File: src/design/mpsm_pkg.sv
`timescale 1ns / 1ps
`default_nettype none

package mpsm_pkg;

	// width of every port field
	localparam int unsigned FIELD_WIDTH = 32;

	// modulus after reset
	localparam logic [FIELD_WIDTH-1:0] MODULUS_RESET = 32'd10007;

	// sequencer states
	typedef enum logic [4:0] {
		S_IDLE   = 5'b00001,
		S_REDUCE = 5'b00010,
		S_DBL    = 5'b00100,
		S_ADD    = 5'b01000,
		S_DONE   = 5'b10000
	} state_t;

endpackage

`default_nettype wire

File: src/design/modular_power_square_multiply.sv
`timescale 1ns / 1ps
`default_nettype none

// channel | signals                                    | direction
// --------+--------------------------------------------+----------
// in      | in_valid, in_ready, base_value, exponent   | to block
// out     | out_valid, out_ready, power_residue        | from block
// cfg     | cfg_valid, cfg_ready, modulus              | to block
//
// one shared modular adder ((x + y + c) mod m: one add, one compare, one subtract) does
// all the work, one step a cycle. base reduction comes first, then each exponent bit takes
// a squaring plus, for a set bit, a base multiply.
// in_ready is high only in idle; the finished word waits in an output register, so a
// stalled out channel holds the sequencer in its final state. reset is async, active low;
// the modulus resets to 10007 and cfg writes are taken in any cycle.

module modular_power_square_multiply
	import mpsm_pkg::*;
#(
	parameter int unsigned DATA_WIDTH = 32
) (
	input  wire                    clk,
	input  wire                    arst_n,
	input  wire                    in_valid,
	output logic                   in_ready,
	input  wire [FIELD_WIDTH-1:0]  base_value,
	input  wire [FIELD_WIDTH-1:0]  exponent,
	output logic                   out_valid,
	input  wire                    out_ready,
	output logic [FIELD_WIDTH-1:0] power_residue,
	input  wire                    cfg_valid,
	output logic                   cfg_ready,
	input  wire [FIELD_WIDTH-1:0]  modulus
);

	localparam int unsigned CW = $clog2(DATA_WIDTH);
	localparam logic [CW-1:0] LAST = CW'(DATA_WIDTH - 1);

	state_t state_q;
	logic [FIELD_WIDTH-1:0] modulus_q;
	logic [DATA_WIDTH-1:0]  m_q, b_q, e_q, acc_q, prod_q;
	logic [CW-1:0]          cnt_q, ecnt_q;
	logic                   sq_q;
	logic                   out_valid_q;
	logic [FIELD_WIDTH-1:0] out_q;

	logic [DATA_WIDTH-1:0] mod_w, base_w, exp_w;
	logic [DATA_WIDTH-1:0] ua_w, ub_w, unit_w;
	logic                  uc_w;
	logic [DATA_WIDTH:0]   sum_w;
	logic                  in_acc_w, out_free_w;

	// datapath width view of the fields
	assign mod_w  = DATA_WIDTH'(modulus_q);
	assign base_w = DATA_WIDTH'(base_value);
	assign exp_w  = DATA_WIDTH'(exponent);

	assign in_ready      = (state_q == S_IDLE);
	assign cfg_ready     = 1'b1;
	assign out_valid     = out_valid_q;
	assign power_residue = out_q;
	assign in_acc_w      = in_valid && in_ready;
	assign out_free_w    = !out_valid_q || out_ready;

	// modulus register
	always_ff @(posedge clk or negedge arst_n) begin
		if (!arst_n) begin
			modulus_q <= MODULUS_RESET;
		end else if (cfg_valid) begin
			modulus_q <= modulus;
		end
	end

	// shared unit operands
	always_comb begin
		ua_w = prod_q;
		ub_w = prod_q;
		uc_w = 1'b0;
		unique case (state_q)
			S_REDUCE: uc_w = b_q[cnt_q];
			S_ADD:    ub_w = sq_q ? acc_q : b_q;
			default: begin
			end
		endcase
	end

	// shared modular adder, operands below m so one subtract suffices
	assign sum_w  = {1'b0, ua_w} + {1'b0, ub_w} + {{DATA_WIDTH{1'b0}}, uc_w};
	assign unit_w = (sum_w >= {1'b0, m_q}) ? DATA_WIDTH'(sum_w - {1'b0, m_q})
		: sum_w[DATA_WIDTH-1:0];

	// sequencer control
	always_ff @(posedge clk or negedge arst_n) begin
		if (!arst_n) begin
			state_q     <= S_IDLE;
			out_valid_q <= 1'b0;
			cnt_q       <= '0;
			ecnt_q      <= '0;
			sq_q        <= 1'b1;
		end else begin
			// output word flag: loaded out of the final state, cleared when taken
			priority if (state_q == S_DONE && out_free_w) begin
				out_valid_q <= 1'b1;
			end else if (out_ready) begin
				out_valid_q <= 1'b0;
			end
			unique case (state_q)
				S_IDLE: begin
					if (in_acc_w) begin
						cnt_q   <= LAST;
						state_q <= (mod_w == '0) ? S_DONE : S_REDUCE;
					end
				end
				S_REDUCE: begin
					if (cnt_q == '0) begin
						cnt_q   <= LAST;
						ecnt_q  <= LAST;
						sq_q    <= 1'b1;
						state_q <= S_DBL;
					end else begin
						cnt_q <= cnt_q - CW'(1);
					end
				end
				S_DBL, S_ADD: begin
					priority if (state_q == S_DBL && acc_q[cnt_q]) begin
						state_q <= S_ADD;
					end else if (cnt_q != '0) begin
						cnt_q   <= cnt_q - CW'(1);
						state_q <= S_DBL;
					end else begin
						// one modular product finished
						cnt_q <= LAST;
						priority if (sq_q && e_q[DATA_WIDTH-1]) begin
							sq_q    <= 1'b0;
							state_q <= S_DBL;
						end else if (ecnt_q == '0) begin
							sq_q    <= 1'b1;
							state_q <= S_DONE;
						end else begin
							sq_q    <= 1'b1;
							ecnt_q  <= ecnt_q - CW'(1);
							state_q <= S_DBL;
						end
					end
				end
				S_DONE: begin
					if (out_free_w) begin
						state_q <= S_IDLE;
					end
				end
				default: state_q <= S_IDLE;
			endcase
		end
	end

	// working registers
	always_ff @(posedge clk) begin
		unique case (state_q)
			S_IDLE: begin
				if (in_acc_w) begin
					m_q    <= mod_w;
					b_q    <= base_w;
					e_q    <= exp_w;
					prod_q <= '0;
					acc_q  <= '0;
				end
			end
			S_REDUCE: begin
				if (cnt_q == '0) begin
					b_q    <= unit_w;
					acc_q  <= (m_q == DATA_WIDTH'(1)) ? '0 : DATA_WIDTH'(1);
					prod_q <= '0;
				end else begin
					prod_q <= unit_w;
				end
			end
			S_DBL, S_ADD: begin
				if ((state_q == S_DBL && acc_q[cnt_q]) || cnt_q != '0) begin
					prod_q <= unit_w;
				end else begin
					acc_q  <= unit_w;
					prod_q <= '0;
					if (!(sq_q && e_q[DATA_WIDTH-1])) begin
						e_q <= e_q << 1;
					end
				end
			end
			S_DONE: begin
				if (out_free_w) begin
					out_q <= FIELD_WIDTH'(acc_q);
				end
			end
			default: begin
			end
		endcase
	end

	// accumulators stay reduced while the products run
	assert property (@(posedge clk) disable iff (!arst_n)
		(state_q == S_DBL || state_q == S_ADD) |-> (acc_q < m_q) && (prod_q < m_q))
		else $error("accumulator not reduced below modulus");

	// zero modulus goes straight to a zero result
	assert property (@(posedge clk) disable iff (!arst_n)
		(in_acc_w && mod_w == '0) |=> (state_q == S_DONE) && (acc_q == '0))
		else $error("zero modulus not short-cut");

	// a result appears only out of the final state
	assert property (@(posedge clk) disable iff (!arst_n)
		$rose(out_valid_q) |-> $past(state_q == S_DONE))
		else $error("result word raised outside final state");

endmodule

`default_nettype wire
File: config.mk
export PLATFORM = sky130hd
export DESIGN_NAME = modular_power_square_multiply
export DESIGN_NICKNAME = d
export VERILOG_FILES = /design/src/design/mpsm_pkg.sv /design/src/design/modular_power_square_multiply.sv
export SDC_FILE = /design/constraint.sdc
export NUM_CORES = 1
export LEC_CHECK = 0
export ABC_CLOCK_PERIOD_IN_PS = 6650
export BUFFER_PORTS_ARGS = -buffer_cell sky130_fd_sc_hd__buf_2
export CORE_UTILIZATION = 55
export DETAILED_ROUTE_END_ITERATION = 12
export PLACE_DENSITY_LB_ADDON = 0.2
export SLEW_MARGIN = 40
export SYNTH_ARGS = -nofsm -noshare
export SYNTH_HDL_FRONTEND = slang
export SYNTH_SLANG_ARGS = --single-unit
File: constraint.sdc
create_clock -name clk -period 6.65 [get_ports clk]
set_clock_uncertainty 0.15 [all_clocks]
set_input_delay 0 -clock clk [delete_from_list [all_inputs] [get_ports clk]]
set_output_delay 0 -clock clk [all_outputs]
set_load 0.02 [all_outputs]
==> impl_summary.txt <==
----------------------------------------------------
[Critical path]
  Slowest cell on crit path ... sky130_fd_sc_hd__mux4_2
  Required time of the critical path ... roughly 6.8 ns
  Crit path max fanout ... 30
  R2R setup slack ... 0.21 ns
  CP max stage delay ... ~0.5 ns
  Worst Path Arrival ... around 6.6 ns
  Worst path top cell family by delay ... multiplexers
  Setup crit end kind ... flop
  Number of buffers and inverters on the critical path ... 4
  Startpoint type of the worst setup path ... flop
  Critical setup path kind ... flop to flop

[Clocking]
  Number of buffers created by CTS ... 26
  Sinks on Clock Net ... about 240
  Clock transition at the registers of the reported paths ... 0.06 ns
  Root buffer cell ... sky130_fd_sc_hd__clkbuf_16
  Clock tree from TritonCTS ... done
  Max Buffers Root-to-Sink ... 3
  CTS H-Tree Depth ... 1
  Clk_lat worst skew ... 0.54 ns

[Timing]
  Max-slew headroom ... a little under half
  Count of final hold-check violations ... 0
  Unrepaired setup endpoints after global routing ... yes
  Worst hold slack across all endpoints ... 0.1046 ns
  Transition time at the pin with the least slew margin ... between 0.7 and 0.8 ns
  # setup viols final ... 0
  Timing-limited maximum frequency ... between 0.15 and 0.2 GHz
  Max-slew violation count ... 0
  Final period demand of the worst path ... around 6.4 ns
  Share of the clock period used by the worst path after layout ... between 90% and 100%

[Detailed routing]
  Via density per instance ... between 5 and 6
  Total via count after detailed routing ... roughly 12000
  Number of antenna-violating nets in the routed design ... 0
  Top Layer Used ... met4
  Wire length per cell ... approximately 20 um
  Met1 routed wirelength after detailed routing ... 17390 um
  Drt pass-1 iters ... 5
  Residual DRC count ... 0
  Detailed router's first-iteration violation count ... around 1200
  DRT Wirelength ... 39660 um
  Total length of routed met2 wires ... 18540 um
  Routed met3 length ... ~2900 um

[Logic synthesis]
  Post-synth EDFFs ... between 150 and 200
  Post-synthesis net count ... approximately 1600
  Cell count after synthesis ... 1386
  Most used DFF post-synth ... sky130_fd_sc_hd__edfxtp_1
  Number of warning messages in the yosys log ... 0
  Distinct cell type count after synthesis ... roughly 70
  Fraction of synthesis flops using an asynchronous set or reset pin ... 20.33%
  Synthesized cell area ... 0.01428 mm^2
  Synth area leader ... sky130_fd_sc_hd__edfxtp_1
  Post-synth top area share ... between 40% and 50%
  Count of state elements after synthesis ... between 200 and 250
  Synth top area cells ... sky130_fd_sc_hd__edfxtp_1 40%, sky130_fd_sc_hd__dfrtp_1 6.8%, sky130_fd_sc_hd__ha_1 5.8%
  Sequential share of the synthesized area ... between 40% and 50%
  Avg Cell Area, Syn ... approximately 10 um^2

[Final layout]
  Storage cell area ... 0.007005 mm^2
  Most used cells in the layout excluding fill and tap cells ... 218 x sky130_fd_sc_hd__nand2_1, 192 x sky130_fd_sc_hd__edfxtp_1, 134 x sky130_fd_sc_hd__buf_2
  Filler instances ... 1842
  Share of cells above drive strength 1 ... 19.13%
  Fin nets ... between 1500 and 2000
  Leading cell type in the layout, fill and taps excluded ... sky130_fd_sc_hd__nand2_1
  Count of inserted antenna diode cells ... 0
  Multi-input logic area ... ~0.0069 mm^2
  Area growth, synth to finish ... 24.71%

[Floorplanning]
  Starting Density ... between 50% and 60%
  Full die area ... between 0.02 and 0.03 mm^2
  Boundary pin count ... 136
  Die Wd ... ~160 um
  Placement Rows ... 58
  Std-Cell Core Area ... approximately 0.025 mm^2
  Die height ... about 160 um

[Global routing]
  First-pass GRT wire length ... between 60000 and 70000 um
  Global Route Usage Sum ... 30.10%
  Maximum number of pins on one net before global-route repair ... 68
  GR Overflow Total ... 0
  Initial antenna violation count ... 0
  Via count of the first global-routing pass ... 11390

[Status]
  Status ... complete, no violations

[Job]
  Max-cap check violation count ... 0

[Placement]
  RePlAce Congestion ... 0.9201
  Final HPWL DP ... between 20000 and 30000 um
  Port Buffers ... about 130

[Min path]
  Path type of the worst min-delay path ... input pin to flop

----------------------------------------------------
## synthesized netlist by cell type, types with 4 or more instances
| master | number |
|---|---|
| sky130_fd_sc_hd__nand2_1 | 219 |
| sky130_fd_sc_hd__edfxtp_1 | 192 |
| sky130_fd_sc_hd__nor2_1 | 125 |
| sky130_fd_sc_hd__o21ai_0 | 95 |
| sky130_fd_sc_hd__a21oi_1 | 84 |
| sky130_fd_sc_hd__ha_1 | 66 |
| sky130_fd_sc_hd__inv_1 | 55 |
| sky130_fd_sc_hd__clkbuf_1 | 53 |
| sky130_fd_sc_hd__mux2i_1 | 51 |
| sky130_fd_sc_hd__dfrtp_1 | 39 |
| sky130_fd_sc_hd__mux2_2 | 34 |
| sky130_fd_sc_hd__a21o_1 | 29 |
| sky130_fd_sc_hd__xnor2_1 | 28 |
| sky130_fd_sc_hd__xor2_1 | 24 |
| sky130_fd_sc_hd__nand3_1 | 21 |
| sky130_fd_sc_hd__mux4_2 | 20 |
| sky130_fd_sc_hd__nor4_1 | 20 |
| sky130_fd_sc_hd__a211oi_1 | 16 |
| sky130_fd_sc_hd__and3_1 | 16 |
| sky130_fd_sc_hd__nor3_1 | 16 |
| sky130_fd_sc_hd__nor2b_1 | 15 |
| sky130_fd_sc_hd__nand4_1 | 11 |
| sky130_fd_sc_hd__and2_1 | 10 |
| sky130_fd_sc_hd__dfstp_2 | 10 |
| sky130_fd_sc_hd__a31oi_1 | 9 |
| sky130_fd_sc_hd__o21a_1 | 9 |
| sky130_fd_sc_hd__and4_1 | 8 |
| sky130_fd_sc_hd__nand2b_1 | 8 |
| sky130_fd_sc_hd__buf_1 | 7 |
| sky130_fd_sc_hd__a21boi_0 | 6 |
| sky130_fd_sc_hd__o31ai_1 | 6 |
| sky130_fd_sc_hd__buf_2 | 5 |
| sky130_fd_sc_hd__o21bai_1 | 5 |
| sky130_fd_sc_hd__a211o_1 | 4 |
| sky130_fd_sc_hd__a311oi_1 | 4 |
| sky130_fd_sc_hd__nand3b_1 | 4 |
| sky130_fd_sc_hd__o211ai_1 | 4 |
## state kept, by name (all words and copies together), names as in the netlist
name           count
acc_q             32
b_q               32
e_q               32
m_q               32
mod_w             32
power_residue     32
prod_q            32
cnt_q              5
ecnt_q             5
state_q            5
out_valid          1
sq_q               1
## tightest hold or removal path: cells and delay by family
kind	cells	cell delay (ns)
buf+inv	2	0.61
simple gates	2	0.09
## final timing paths
check | startpoint | to | depth (start not counted)
max | cnt_q[0] | b_q[26] | 26
min | exponent[7] | e_q[7] | 4
max reg2reg | cnt_q[0] | b_q[26] | 26
min reg2reg | mod_w[18] | m_q[18] | 0
max in group asynchronous | arst_n | cnt_q[0] | 4
min in group asynchronous | arst_n | ecnt_q[2] | 4
## timing repair
item / in CTS / in global routing
hold buffers: 132 / 0
endpoints found under the setup margin: 50 / 96
gates resized for setup: 3 / 24
endpoints found under the hold margin: 150 / 0
pin swaps: 0 / 4
gates cloned: 0 / 0
buffers inserted: 0 / 3
## layer usage
layer  vias up  global-route usage, %
li1       5636                      -
met5         -                      0
met3        63                  4.012
met1      5626                  43.07
met2       508                  48.48
met4         0                  7.307
## metrics by stage
step / instances / utilization [%] / TNS (ns) / setup slack (ns) / instance area, um^2
6_report: 2013 / 70.33 / 0 / 0.2101 / 17810
5_1_grt: 2013 / 70.33 / -0.4404 / -0.05318 / 17810
4_1_cts: 2010 / 69.93 / 0 / 0.02068 / 17710
3_5_place_dp: 1831 / 61.32 / -0.3490 / -0.09489 / 15530
3_3_place_gp: 1831 / 61.32 / 0 / 0.1243 / 15530
2_1_floorplan: 1386 / - / 0 / 0.1824 / 14280
## area by class of cell
class | instances | area share, %
Clock buffer | 35 | 4.130
Clock inverter | 12 | 0.6813
Inverter | 55 | 1.159
Multi-Input combinational cell | 1022 | 38.80
Sequential cell | 241 | 39.33
Tap cell | 330 | 2.318
Timing Repair Buffer | 318 | 13.58
## cells by family (layout without fill, tap and decap cells)
group                      count (synthesis)  count (layout)  synth area share [%]
muxes                                    105             105                 9.408
DFF                                      241             241                 49.04
xor gates and xnor gates                  52              52                 3.189
AOI/OAI and AO/OA                        305             305                 13.27
buffers and inverters                    123             420                 3.381
adders and majority gates                 69              69                 6.202
other                                      1               1               0.02625
and+or+nand+nor                          490             490                 15.49
Power is not shown: default switching activity piles up to over one toggle a cycle in this logic, so the estimate is an artifact.
